File: src/design/lla_pkg.sv
// Package for the life-like automaton step block.
// Holds shared constants, the config register codes and the queue entry flags.
// No dependencies.
`default_nettype none

package lla_pkg;

  localparam int MAX_COLUMNS_DEF = 1024;
  localparam int MAX_ROWS_DEF    = 4096;

  localparam int RULE_BITS   = 9;
  localparam int WINDOW_BITS = 9;
  localparam int CENTRE_BIT  = 4;
  localparam int COUNT_W     = 4;

  localparam int ROWS_REG_W  = 13;
  localparam int COLS_REG_W  = 11;
  localparam int CFG_DATA_W  = 13;
  localparam int CFG_INDEX_W = 2;
  localparam int GEOM_MIN    = 3;

  localparam int QUEUE_DEPTH = 4;

  localparam logic [RULE_BITS-1:0]  SURVIVE_RESET = 9'd66;
  localparam logic [RULE_BITS-1:0]  BIRTH_RESET   = 9'd1;
  localparam logic [ROWS_REG_W-1:0] ROWS_RESET    = 13'd10;
  localparam logic [COLS_REG_W-1:0] COLS_RESET    = 11'd10;

  typedef enum logic [CFG_INDEX_W-1:0] {
    CFG_SURVIVE = 2'd0,
    CFG_BIRTH   = 2'd1,
    CFG_ROWS    = 2'd2,
    CFG_COLS    = 2'd3
  } cfg_reg_t;

  typedef struct packed {
    logic alive;  // incoming cell
    logic emit;   // window centre is an interior cell
    logic last;   // centre is the final interior cell
  } cell_info_t;

  localparam int INFO_W = $bits(cell_info_t);

endpackage

`default_nettype wire

File: src/design/lla_ram.sv
// Generic single-write, single-read RAM with registered read data.
// No dependencies.
`default_nettype none

module lla_ram #(
  parameter int WIDTH = 2,
  parameter int DEPTH = 1024,
  localparam int ADDR_W = $clog2(DEPTH)
) (
  input  wire logic              clk,
  input  wire logic              wr_en,
  input  wire logic [ADDR_W-1:0] wr_addr,
  input  wire logic [WIDTH-1:0]  wr_data,
  input  wire logic              rd_en,
  input  wire logic [ADDR_W-1:0] rd_addr,
  output logic      [WIDTH-1:0]  rd_data
);

  logic [WIDTH-1:0] mem [DEPTH];

  always_ff @(posedge clk) begin
    if (wr_en) begin
      mem[wr_addr] <= wr_data;
    end
    if (rd_en) begin
      rd_data <= mem[rd_addr];
    end
  end

endmodule

`default_nettype wire

File: src/design/lla_front.sv
// Front end: accepts cells, tracks the raster position and tags each word.
// Depends on lla_pkg.
`default_nettype none

module lla_front #(
  parameter int MAX_COLUMNS = lla_pkg::MAX_COLUMNS_DEF,
  parameter int MAX_ROWS    = lla_pkg::MAX_ROWS_DEF,
  localparam int COL_W = $clog2(MAX_COLUMNS),
  localparam int ROW_W = $clog2(MAX_ROWS)
) (
  input  wire logic             clk,
  input  wire logic             rst,
  input  wire logic             cell_valid,
  input  wire logic             cell_alive,
  output logic                  cell_stall,
  input  wire logic             restart,
  input  wire logic [ROW_W-1:0] rows_last,
  input  wire logic [COL_W-1:0] cols_last,
  input  wire logic             q_full,
  output logic                  push,
  output lla_pkg::cell_info_t   push_info,
  output logic      [COL_W-1:0] push_col
);

  import lla_pkg::*;

  logic [ROW_W-1:0] row_pos, row_pos_next;
  logic [COL_W-1:0] col_pos, col_pos_next;
  logic             accept;
  logic             row_at_last, col_at_last;

  assign cell_stall  = q_full;
  assign accept      = cell_valid && !q_full;
  assign row_at_last = (row_pos == rows_last);
  assign col_at_last = (col_pos == cols_last);

  always_comb begin
    push_info.alive = cell_alive;
    push_info.emit  = (row_pos >= ROW_W'(2)) && (col_pos >= COL_W'(2));
    push_info.last  = row_at_last && col_at_last;
  end

  assign push     = accept;
  assign push_col = col_pos;

  always_comb begin
    row_pos_next = row_pos;
    col_pos_next = col_pos;
    if (accept) begin
      if (col_at_last) begin
        col_pos_next = '0;
        row_pos_next = row_at_last ? '0 : row_pos + ROW_W'(1);
      end else begin
        col_pos_next = col_pos + COL_W'(1);
      end
    end
  end

  always_ff @(posedge clk) begin
    if (rst || restart) begin
      row_pos <= '0;
      col_pos <= '0;
    end else begin
      row_pos <= row_pos_next;
      col_pos <= col_pos_next;
    end
  end

  // last interior cell always sits inside the border
  a_last_is_interior: assert property (@(posedge clk) disable iff (rst)
    push && push_info.last |-> push_info.emit)
    else $error("last flag on a non-interior cell");

  a_pos_in_grid: assert property (@(posedge clk) disable iff (rst)
    (row_pos <= rows_last) && (col_pos <= cols_last))
    else $error("raster position outside the grid");

endmodule

`default_nettype wire

File: src/design/lla_queue.sv
// Short FIFO between front and back ends.
// Depends on lla_pkg for the default depth.
`default_nettype none

module lla_queue #(
  parameter int WIDTH = 8,
  parameter int DEPTH = lla_pkg::QUEUE_DEPTH,
  localparam int PTR_W = $clog2(DEPTH),
  localparam int CNT_W = $clog2(DEPTH + 1)
) (
  input  wire logic             clk,
  input  wire logic             rst,
  input  wire logic             push,
  input  wire logic [WIDTH-1:0] push_data,
  input  wire logic             pop,
  output logic      [WIDTH-1:0] pop_data,
  output logic                  full,
  output logic                  empty
);

  logic [WIDTH-1:0] slots [DEPTH];
  logic [PTR_W-1:0] wr_ptr, rd_ptr;
  logic [CNT_W-1:0] count;

  assign full     = (count == CNT_W'(DEPTH));
  assign empty    = (count == '0);
  assign pop_data = slots[rd_ptr];

  always_ff @(posedge clk) begin
    if (push) begin
      slots[wr_ptr] <= push_data;
    end
  end

  always_ff @(posedge clk) begin
    if (rst) begin
      wr_ptr <= '0;
      rd_ptr <= '0;
      count  <= '0;
    end else begin
      if (push) begin
        wr_ptr <= (wr_ptr == PTR_W'(DEPTH - 1)) ? '0 : wr_ptr + PTR_W'(1);
      end
      if (pop) begin
        rd_ptr <= (rd_ptr == PTR_W'(DEPTH - 1)) ? '0 : rd_ptr + PTR_W'(1);
      end
      if (push && !pop) begin
        count <= count + CNT_W'(1);
      end else if (pop && !push) begin
        count <= count - CNT_W'(1);
      end
    end
  end

  a_no_overflow: assert property (@(posedge clk) disable iff (rst)
    !(push && full && !pop) && !(pop && empty))
    else $error("queue overflow or underflow");

endmodule

`default_nettype wire

File: src/design/lla_back.sv
// Back end: line store, 3x3 window, neighbour count and rule lookup.
// Depends on lla_pkg and lla_ram.
`default_nettype none

module lla_back #(
  parameter int MAX_COLUMNS = lla_pkg::MAX_COLUMNS_DEF,
  localparam int COL_W = $clog2(MAX_COLUMNS)
) (
  input  wire logic                          clk,
  input  wire logic                          rst,
  input  wire logic                          q_empty,
  input  wire lla_pkg::cell_info_t           q_info,
  input  wire logic [COL_W-1:0]              q_col,
  output logic                               pop,
  input  wire logic [lla_pkg::RULE_BITS-1:0] survive_mask,
  input  wire logic [lla_pkg::RULE_BITS-1:0] birth_mask,
  output logic                               result_valid,
  input  wire logic                          result_stall,
  output logic                               next_alive,
  output logic                               last_cell
);

  import lla_pkg::*;

  function automatic logic [COUNT_W-1:0] neighbour_count(input logic [WINDOW_BITS-1:0] w);
    logic [COUNT_W-1:0] n;
    n = '0;
    for (int k = 0; k < WINDOW_BITS; k++) begin
      if (k != CENTRE_BIT) begin
        n = n + COUNT_W'(w[k]);
      end
    end
    return n;
  endfunction

  logic                   b_valid;
  cell_info_t             b_info;
  logic [COL_W-1:0]       b_col;
  logic [WINDOW_BITS-1:0] window, window_next;
  logic [1:0]             line_rd;   // [1] upper row, [0] middle row
  logic                   out_free, b_go;
  logic [COUNT_W-1:0]     count;
  logic [RULE_BITS-1:0]   rule;
  logic                   new_state;

  assign out_free = !result_valid || !result_stall;
  assign b_go     = b_valid && (!b_info.emit || out_free);
  assign pop      = !q_empty && (!b_valid || b_go);

  // read data holds while the stage is stalled since rd_en follows pop
  lla_ram #(
    .WIDTH (2),
    .DEPTH (MAX_COLUMNS)
  ) u_line_store (
    .clk     (clk),
    .wr_en   (b_go),
    .wr_addr (b_col),
    .wr_data ({line_rd[0], b_info.alive}),
    .rd_en   (pop),
    .rd_addr (q_col),
    .rd_data (line_rd)
  );

  assign window_next = {window[WINDOW_BITS-4:0], line_rd[1], line_rd[0], b_info.alive};
  assign count       = neighbour_count(window_next);
  assign rule        = window_next[CENTRE_BIT] ? survive_mask : birth_mask;
  assign new_state   = rule[count];

  always_ff @(posedge clk) begin
    if (rst) begin
      b_valid <= 1'b0;
    end else if (pop) begin
      b_valid <= 1'b1;
    end else if (b_go) begin
      b_valid <= 1'b0;
    end
  end

  always_ff @(posedge clk) begin
    if (pop) begin
      b_info <= q_info;
      b_col  <= q_col;
    end
  end

  always_ff @(posedge clk) begin
    if (rst) begin
      window <= '0;
    end else if (b_go) begin
      window <= window_next;
    end
  end

  always_ff @(posedge clk) begin
    if (rst) begin
      result_valid <= 1'b0;
    end else if (b_go && b_info.emit) begin
      result_valid <= 1'b1;
    end else if (!result_stall) begin
      result_valid <= 1'b0;
    end
  end

  always_ff @(posedge clk) begin
    if (b_go && b_info.emit) begin
      next_alive <= new_state;
      last_cell  <= b_info.last;
    end
  end

  a_emit_loads_result: assert property (@(posedge clk) disable iff (rst)
    b_go && b_info.emit |=> result_valid)
    else $error("interior cell left no result word");

  a_no_overwrite: assert property (@(posedge clk) disable iff (rst)
    b_valid && b_info.emit && result_valid && result_stall |-> !b_go)
    else $error("pending result word overwritten");

endmodule

`default_nettype wire

File: src/design/life_like_automaton_step_top.sv
// Life-like automaton step: one cell in per unstalled cycle, one result word per interior cell.
// Path from the window's lower right cell: queue, back end cell register, result register.
// Throughput: 1 cell per cycle when not stalled, set by the line store's one read/write pair.
// Sync reset clears positions, queue, window and result valid, and loads the register defaults.
// Line store contents are not cleared: each entry is rewritten in the first two rows of a grid.
// Depends on lla_pkg, lla_front, lla_queue, lla_back, lla_ram.
`default_nettype none

module life_like_automaton_step_top #(
  parameter int MAX_COLUMNS = lla_pkg::MAX_COLUMNS_DEF,
  parameter int MAX_ROWS    = lla_pkg::MAX_ROWS_DEF
) (
  input  wire logic                            clk,
  input  wire logic                            rst,
  input  wire logic                            cfg_write,
  input  wire logic [lla_pkg::CFG_INDEX_W-1:0] cfg_index,
  input  wire logic [lla_pkg::CFG_DATA_W-1:0]  cfg_data,
  input  wire logic                            cell_valid,
  output logic                                 cell_stall,
  input  wire logic                            cell_alive,
  output logic                                 result_valid,
  input  wire logic                            result_stall,
  output logic                                 next_alive,
  output logic                                 last_cell
);

  import lla_pkg::*;

  localparam int COL_W = $clog2(MAX_COLUMNS);
  localparam int ROW_W = $clog2(MAX_ROWS);
  localparam int Q_W   = INFO_W + COL_W;

  logic [RULE_BITS-1:0]  survive_mask, birth_mask;
  logic [ROWS_REG_W-1:0] row_count;
  logic [COLS_REG_W-1:0] column_count;
  logic                  restart;
  logic [31:0]           rows_eff, cols_eff;
  logic [ROW_W-1:0]      rows_last;
  logic [COL_W-1:0]      cols_last;

  logic             q_push, q_pop, q_full, q_empty;
  cell_info_t       push_info, pop_info;
  logic [COL_W-1:0] push_col, pop_col;
  logic [Q_W-1:0]   q_in, q_out;

  always_ff @(posedge clk) begin
    if (rst) begin
      survive_mask <= SURVIVE_RESET;
      birth_mask   <= BIRTH_RESET;
      row_count    <= ROWS_RESET;
      column_count <= COLS_RESET;
    end else if (cfg_write) begin
      unique case (cfg_reg_t'(cfg_index))
        CFG_SURVIVE: survive_mask <= cfg_data[RULE_BITS-1:0];
        CFG_BIRTH:   birth_mask   <= cfg_data[RULE_BITS-1:0];
        CFG_ROWS:    row_count    <= cfg_data[ROWS_REG_W-1:0];
        CFG_COLS:    column_count <= cfg_data[COLS_REG_W-1:0];
      endcase
    end
  end

  // geometry writes send the raster back to the top left
  assign restart = cfg_write &&
                   ((cfg_reg_t'(cfg_index) == CFG_ROWS) || (cfg_reg_t'(cfg_index) == CFG_COLS));

  always_comb begin
    rows_eff = 32'(row_count);
    if (rows_eff < 32'(GEOM_MIN)) begin
      rows_eff = 32'(GEOM_MIN);
    end else if (rows_eff > 32'(MAX_ROWS)) begin
      rows_eff = 32'(MAX_ROWS);
    end
    cols_eff = 32'(column_count);
    if (cols_eff < 32'(GEOM_MIN)) begin
      cols_eff = 32'(GEOM_MIN);
    end else if (cols_eff > 32'(MAX_COLUMNS)) begin
      cols_eff = 32'(MAX_COLUMNS);
    end
  end

  assign rows_last = ROW_W'(rows_eff - 32'd1);
  assign cols_last = COL_W'(cols_eff - 32'd1);

  lla_front #(
    .MAX_COLUMNS (MAX_COLUMNS),
    .MAX_ROWS    (MAX_ROWS)
  ) u_front (
    .clk        (clk),
    .rst        (rst),
    .cell_valid (cell_valid),
    .cell_alive (cell_alive),
    .cell_stall (cell_stall),
    .restart    (restart),
    .rows_last  (rows_last),
    .cols_last  (cols_last),
    .q_full     (q_full),
    .push       (q_push),
    .push_info  (push_info),
    .push_col   (push_col)
  );

  assign q_in = {push_info, push_col};

  lla_queue #(
    .WIDTH (Q_W),
    .DEPTH (QUEUE_DEPTH)
  ) u_queue (
    .clk       (clk),
    .rst       (rst),
    .push      (q_push),
    .push_data (q_in),
    .pop       (q_pop),
    .pop_data  (q_out),
    .full      (q_full),
    .empty     (q_empty)
  );

  assign pop_info = cell_info_t'(q_out[Q_W-1:COL_W]);
  assign pop_col  = q_out[COL_W-1:0];

  lla_back #(
    .MAX_COLUMNS (MAX_COLUMNS)
  ) u_back (
    .clk          (clk),
    .rst          (rst),
    .q_empty      (q_empty),
    .q_info       (pop_info),
    .q_col        (pop_col),
    .pop          (q_pop),
    .survive_mask (survive_mask),
    .birth_mask   (birth_mask),
    .result_valid (result_valid),
    .result_stall (result_stall),
    .next_alive   (next_alive),
    .last_cell    (last_cell)
  );

endmodule

`default_nettype wire

File: config.mk
export PLATFORM = sky130hd
export DESIGN_NAME = life_like_automaton_step_top
export DESIGN_NICKNAME = d
export VERILOG_FILES = /design/src/design/lla_pkg.sv /design/src/design/lla_ram.sv /design/src/design/lla_front.sv /design/src/design/lla_queue.sv /design/src/design/lla_back.sv /design/src/design/life_like_automaton_step_top.sv
export SDC_FILE = /design/constraint.sdc
export NUM_CORES = 2
export LEC_CHECK = 0
export BUFFER_PORTS_ARGS = -buffer_cell sky130_fd_sc_hd__buf_2
export CAP_MARGIN = 20
export CORE_MARGIN = 1.5
export CORE_UTILIZATION = 41
export CTS_CLUSTER_DIAMETER = 60
export DETAILED_ROUTE_END_ITERATION = 16
export GPL_ROUTABILITY_DRIVEN = 0
export PLACE_DENSITY = 0.6
export SETUP_SLACK_MARGIN = 0.5
export SYNTH_ARGS = -nofsm -noshare
export SYNTH_HDL_FRONTEND = slang
export SYNTH_SLANG_ARGS = --single-unit
File: constraint.sdc
create_clock -name clk -period 20 [get_ports clk]
set_clock_uncertainty 0.15 [all_clocks]
set_input_delay 5 -clock clk [delete_from_list [all_inputs] [get_ports clk]]
set_output_delay 5 -clock clk [all_outputs]
set_load 0.03 [all_outputs]
Yosys cells after proc, flatten, opt, wreduce, memory -nomap -nowiden
Memory sizes are Yosys's and may differ from the RTL's. A register that Yosys moved wholly into a read port is not among the register bits.
Cells that the tools add are included.
{"block": "totals", "mem_bits_rw": 2100, "wordCells": 105, "out_inout_bits": 4, "in_bits": 21, "ff_bits": 94, "mem_count": 2}
{"name": "u_back.u_line_store.mem", "words": 1024, "width": 2, "rd": 1, "rd_clocked_by_memory_dff": 1, "write_ports": 1, "line_no": "lla_ram.sv:19", "rtl": "logic [WIDTH-1:0] mem [DEPTH];"}
{"name": "u_queue.slots", "words": 4, "width": 13, "rd": 1, "rd_clocked_by_memory_dff": 1, "write_ports": 1, "line_no": "lla_queue.sv:21", "rtl": "logic [WIDTH-1:0] slots [DEPTH];"}
{"block": "op_classes", "n_eq_ne": 9, "n_lt_le_gt_ge": 7, "addsub": 15, "muxes": 23, "n_reduce_logical": 31}
{"cell": "two-way mux 12 bit", "n": 3}
{"cell": "two-way mux 10 bit", "n": 3}
{"cell": "adder 4 x 1 -> 4 bit", "n": 5}
{"cell": "> comparator 13 bit, second input constant", "n": 1}
{"cell": "less-than comparator 13 x 2 -> 1 bit, second input constant", "n": 1}
{"cell": "adder 12 x 1 -> 12 bit, second input constant", "n": 1}
{"cell": "equality test 12 bit", "n": 1}
{"cell": "greater-or-equal comparator 12 x 2 -> 1 bit, second input constant", "n": 1}
{"cell": "subtractor 12 x 1 -> 12 bit, second input constant", "n": 1}
{"cell": "> comparator 11 bit, second input constant", "n": 1}
{"cell": "less-than comparator 11 x 2 -> 1 bit, second input constant", "n": 1}
{"cell": "adder 10 x 1 -> 10 bit, second input constant", "n": 1}
{"cell": "equality test 10 bit", "n": 1}
{"cell": "greater-or-equal comparator 10 x 2 -> 1 bit, second input constant", "n": 1}
{"cell": "AND reduction 2 bit", "n": 5}
{"cell": "subtractor 10 x 1 -> 10 bit, second input constant", "n": 1}
{"cell": "logical AND 1 bit", "n": 9}
{"cell": "two-way mux 1 bit", "n": 9}
{"cell": "two-way mux 9 bit", "n": 1}
{"cell": "equality test 2 bit, second input constant", "n": 4}
{"cell": "zero test 1 bit", "n": 8}
{"cell": "two-way mux 2 bit", "n": 4}
{"cell": "two-way mux 3 bit", "n": 2}
{"cell": "logical OR 1 bit", "n": 5}
{"cell": "other kinds (13)", "n": 15}

Longest topological paths before layout
{"block": "depth", "ltp_word": 9, "depth_mapped": 19, "ltp_nobuf": 13}

Hierarchy
From an unflattened synthesis, not the netlist that was laid out.
{"block": "hier_totals", "cells_unflattened": 5443, "area_unflattened_um2": 90873.4}
{"module": "lla_ram", "n_inst": 1, "area_each_um2": 83777.8, "cells_per_inst": 4793, "seq_area_each_um2": 61559.0}
{"module": "lla_queue", "n_inst": 1, "area_each_um2": 2322.2, "cells_per_inst": 111, "seq_area_each_um2": 1741.7}
{"module": "life_like_automaton_step_top", "n_inst": 1, "area_each_um2": 2102.0, "cells_per_inst": 263, "seq_area_each_um2": 840.8}
{"module": "lla_front", "n_inst": 1, "area_each_um2": 1541.5, "cells_per_inst": 186, "seq_area_each_um2": 440.4}
{"module": "lla_back", "n_inst": 1, "area_each_um2": 1129.8, "cells_per_inst": 90, "seq_area_each_um2": 610.6}

Worst setup path after synthesis
OpenSTA, ideal clock, no wires.
{"block": "synth_timing", "path_type": "register to register", "from": "register u_back.u_line_store.rd_data[0], read port of u_back.u_line_store.mem", "to": "register u_back.next_alive, data pin", "setup_slack_ps": 2905, "t_arrival_ps": 16683, "n_path_buf": 0, "synth_period_minus_slack_ps": 17095, "stages_incl_launch_ff": 13, "setup_time_ps": 262, "t_required_ps": 19588, "cell_sequence": "edfxtp_1 -> fa_1 -> inv_1 -> fa_1 -> fa_1 -> inv_1 -> ha_1 -> mux4_2 -> mux2_2 -> nor2_1 -> a21oi_1 -> a21oi_1 -> o31ai_1"}
{"block": "synth_via", "elab_chain_len": 9}
{"item": "start, declared", "line_no": "lla_ram.sv:16", "rtl": "output logic [WIDTH-1:0] rd_data"}
{"item": "adder 1 x 1 -> 2 bit", "line_no": "lla_back.sv:30", "rtl": "n = n + COUNT_W'(w[k]);"}
{"item": "adder 2 x 1 -> 3 bit", "line_no": "lla_back.sv:30"}
{"item": "adder 4 x 1 -> 4 bit (5 in series)", "line_no": "lla_back.sv:30"}
{"item": "binary-select mux 1 bit (select 4 bit)", "line_no": "lla_back.sv:67", "rtl": "assign new_state = rule[count];"}
{"item": "two-way mux 1 bit (not written as such)", "line_no": "lla_back.sv:67"}
{"item": "via u_back.new_state", "line_no": "lla_back.sv:44", "rtl": "logic new_state;"}
{"item": "end signal, assigned", "line_no": "lla_back.sv:106", "rtl": "next_alive <= new_state;"}
{"item": "end, declared", "line_no": "lla_back.sv:19", "rtl": "output logic next_alive,"}
The timed path passes the listed nets, and every way through them passes these cells. The select of a mux whose other input is x is not followed.
A chain may end at the register's enable or synchronous reset.

==> results.sh <==
export IMPL_synth_top_family_by_area="simple AND/OR/NAND/NOR gates"
export IMPL_worst_r2r_setup_slack_ps=12220
export IMPL_dpl_cell_count=9083
export IMPL_cts_buffers_inserted=221
export IMPL_grt_max_degree=264
export IMPL_clock_latency_ps=870
export IMPL_vias_per_cell=5.87
export IMPL_yosys_area_share_simple_pct=11.0
export IMPL_synth_avg_cell_area_um2=14.4
export IMPL_cts_setup_buffers=0
export IMPL_grt_total_usage_pct=22.0
export IMPL_outcome="complete, no violations"
export IMPL_fp_dieH_um=478
export IMPL_crit_fanout=149
export IMPL_drt_initial_drc_count=7224
export IMPL_criticalPathCategory="reg -> reg"
export IMPL_syn_nets=6490
export IMPL_synth_common_cells="edfxtp_1 (2117), nor2_1 (1143), nand2_1 (745)"
export IMPL_drtAntennaViolNets=0
export IMPL_grt_use_met2_pct=35.0
export IMPL_cts_tree="built"
export IMPL_synth_compound_area_share_pct=5.73
export IMPL_relSlewSlack_pct=13.5
export IMPL_clk_pin_slew_ps=60
export IMPL_grt_ovfl_total=0
export IMPL_grt_pass1_wl_um=372000
export IMPL_p_switching_mw=5.69
export IMPL_yosys_area_share_adder_pct=0.311
export IMPL_clock_path_buffers=3
export IMPL_static_leakage_power_nw=31.3
export IMPL_cts_sinks=2198
export IMPL_drt_wl_total_um=257000
export IMPL_yosys_area_top_type="edfxtp_1"
export IMPL_synth_most_common_cell="edfxtp_1"
export IMPL_antenna_found_initial=16
export IMPL_die_area_um2=229000
export IMPL_pwr_share_clk_pct=26.0
export IMPL_die_x_um=478
export IMPL_min_period_over_period_pct=38.9
export IMPL_setup_tns_ps=0
export IMPL_post_place_ws_ps=11610
export IMPL_drive_gt1_share_pct=12.3
export IMPL_clock_root_buffer="clkbuf_16"
export IMPL_p_total_mw=15.2
export IMPL_layout_setup_ws_ps=12220
export IMPL_yosys_most_used_dff="edfxtp_1"
export IMPL_netlist_area_um2=92600
export IMPL_ctsResizeCount=0
export IMPL_num_io_pins=25
export IMPL_htree_levels=4
export IMPL_final_net_count=6360
export IMPL_hpwl_um=142000
export IMPL_setup_viol_count_final=0
export IMPL_fmax_mhz=129
export IMPL_grt_use_met3_pct=3.91
export IMPL_netSwitchingFraction_pct=37.5
export IMPL_post_synth_inst_count=6449
export IMPL_irDropWorstVdd_mv=0.135
export IMPL_cp_start_kind="register"
export IMPL_pwr_share_seq_pct=38.3
export IMPL_worstPathRequired_ps=20310
export IMPL_finalMaxSlewViolations=0
export IMPL_ys_ff_latch=2198
export IMPL_synth_edf_count=2117
export IMPL_p_int_mw=9.50
export IMPL_seq_area_frac_synth_pct=70.4
export IMPL_final_cells=9514
export IMPL_yosysTopAreaCellShare_pct=68.7
export IMPL_arrival_ps=8100
export IMPL_cap_violations=0
export IMPL_netlist_top_cells_area="edfxtp_1 (69%), mux4_2 (5.7%), nor2_1 (4.6%)"
export IMPL_ys_warn_count=0
export IMPL_core_um2=225000
export IMPL_synthXorXnorAreaFrac_pct=0.445
export IMPL_grt_pass1_vias=54900
export IMPL_syn_to_final_growth_pct=10.3
export IMPL_synthMuxAreaShare_pct=8.65
export IMPL_ys_types=91
export IMPL_pwr_share_comb_pct=35.7
export IMPL_async_reset_ff_share_pct=0
export IMPL_hold_class="reg -> reg"
export IMPL_rsz0062_at_grt="no"
export IMPL_use_met1_pct=31.2
export IMPL_grt_busiest_layer="met2"
export IMPL_end_kind="register"
export IMPL_dr_pass1_iters=6
export IMPL_rows=174
export IMPL_hold_buffers=0
export IMPL_portBuffers=24
export IMPL_worst_slew_pin_slew_ps=1300
export IMPL_hold_viol_final=0
export IMPL_via_count=55800
export IMPL_route_detailed_drc=0
export IMPL_wire_per_inst_um=27.0
export IMPL_fill_cells=19900
export IMPL_start_util_pct=41.2
export IMPL_period_minus_slack_ps=7780
export IMPL_power_density_nw_per_um2=149
[cells by family after synthesis]
| logic type | count (synthesis) |
|---|---|
| DFF | 2198 |
| AOI/OAI and AO/OA | 746 |
| adders and majority gates | 20 |
| buffers and inverters | 550 |
| and+or+nand+nor | 2401 |
| muxes | 487 |
| xor gates and xnor gates | 47 |
[metrics by stage]
stage	hold WS [ps]	util [%]	instance area [um2]
final	272	45.4	102000
after detailed placement	258	42.3	95100
after CTS	273	45.4	102000
after global placement	254	42.3	94900
after floorplan	250	-	92600
after global routing	280	45.4	102000
[metal layers]
metal	vias to the layer above	part of all wire (%)
met5	-	0
met3	386	9.1
met1	28800	41
li1	24000	-
met2	2636	47
met4	0	2.5
[power by group through the flow]
stage,Clock (mW),Combinational (mW),Sequential [mW]
6_report,3.95,5.43,5.82
5_1_grt,4.18,5.73,5.82
4_1_cts,4.00,5.39,5.82
3_5_place_dp,0,5.37,5.92
3_3_place_gp,0,5.32,5.91
2_1_floorplan,0,3.20,6.86
[cell type report]
class / count / area (um2) / share of cell area (%)
flip-flops and latches: 2198 / 65200 / 63.9
multi-input cells: 3701 / 24700 / 24.2
clock buffers: 283 / 5870 / 5.75
well taps: 2992 / 3740 / 3.67
repair buffers: 168 / 1440 / 1.41
clock inverters: 136 / 1000 / 0.981
inverters: 29 / 144 / 0.141
diodes: 7 / 17.5 / 0.0172
[state kept, by name (all words and copies together), names as in the netlist, named ones only]
signal / count
u_back.b_col: 10
u_back.next_alive: 1
column_count: 11
u_back.last_cell: 1
survive_mask: 9
u_queue.wr_ptr: 2
u_back.result_valid: 1
u_back.window: 6
u_queue.rd_ptr: 2
u_back.b_info: 3
u_front.row_pos: 12
row_count: 13
u_front.push_col: 10
u_queue.count: 3
birth_mask: 9
u_back.u_line_store.rd_data: 2
u_back.u_line_store.mem: 2048
u_queue.slots: 52
u_back.b_valid: 1
[final timing paths]
check / startpoint / to / depth (start not counted)
worst max register to register: register / u_back.u_line_store.rd_data[1] / 16
worst min register to register: u_back.b_info[0] / u_back.last_cell / 0
worst max-delay path: register / u_back.u_line_store.rd_data[1] / 16
worst min-delay path: u_back.b_info[0] / u_back.last_cell / 0
[cell usage in the layout, fill, tap and decap left out, types with 11 or more instances in the layout]
cell type  netlist  final
mux2i_1        222    222
o22ai_1         40     40
nor4_1          33     33
a21oi_1        151    151
a311oi_1        75     75
clkinv_1         0     66
nor2_1        1143   1138
clkbuf_16        0    225
clkbuf_1       304     56
nand2b_1        16     14
a2111oi_0       19     17
nand2_1        745    741
nor2b_1        131    129
buf_4           46    128
nand3_4          0     32
edfxtp_1      2117   2117
a211oi_1       163    163
inv_1           26     25
o221ai_1        28     28
and3_1          35     35
buf_2           79     25
mux4_2         235    235
nand3_1        158    126
a32oi_1         11     11
a22oi_1         67     67
nand4_1         20     20
o21ai_0         37     37
nor3_1          44     44
a31oi_1         64     64
dfxtp_1         81     81
clkinv_2         0     38
and2_1          13     12
xnor2_1         24     24
xor2_1          23     23
ha_1            15     15
mux2_2          18     17
[critical path, cell delays in order, from the launching register on]
cell and delay, ps:
dfxtp_1 300, buf_4 280, mux2i_1 150, mux2_8 420, clkinv_16 260, buf_12 640, buf_4 790, buf_4 710
buf_4 810, mux4_2 620, a22oi_1 280, nand2_1 100, o21ai_1 200, a211oi_1 180, or3_1 430, a32oi_1 400
nand3_1 410
(Power assumes the default switching activity.)
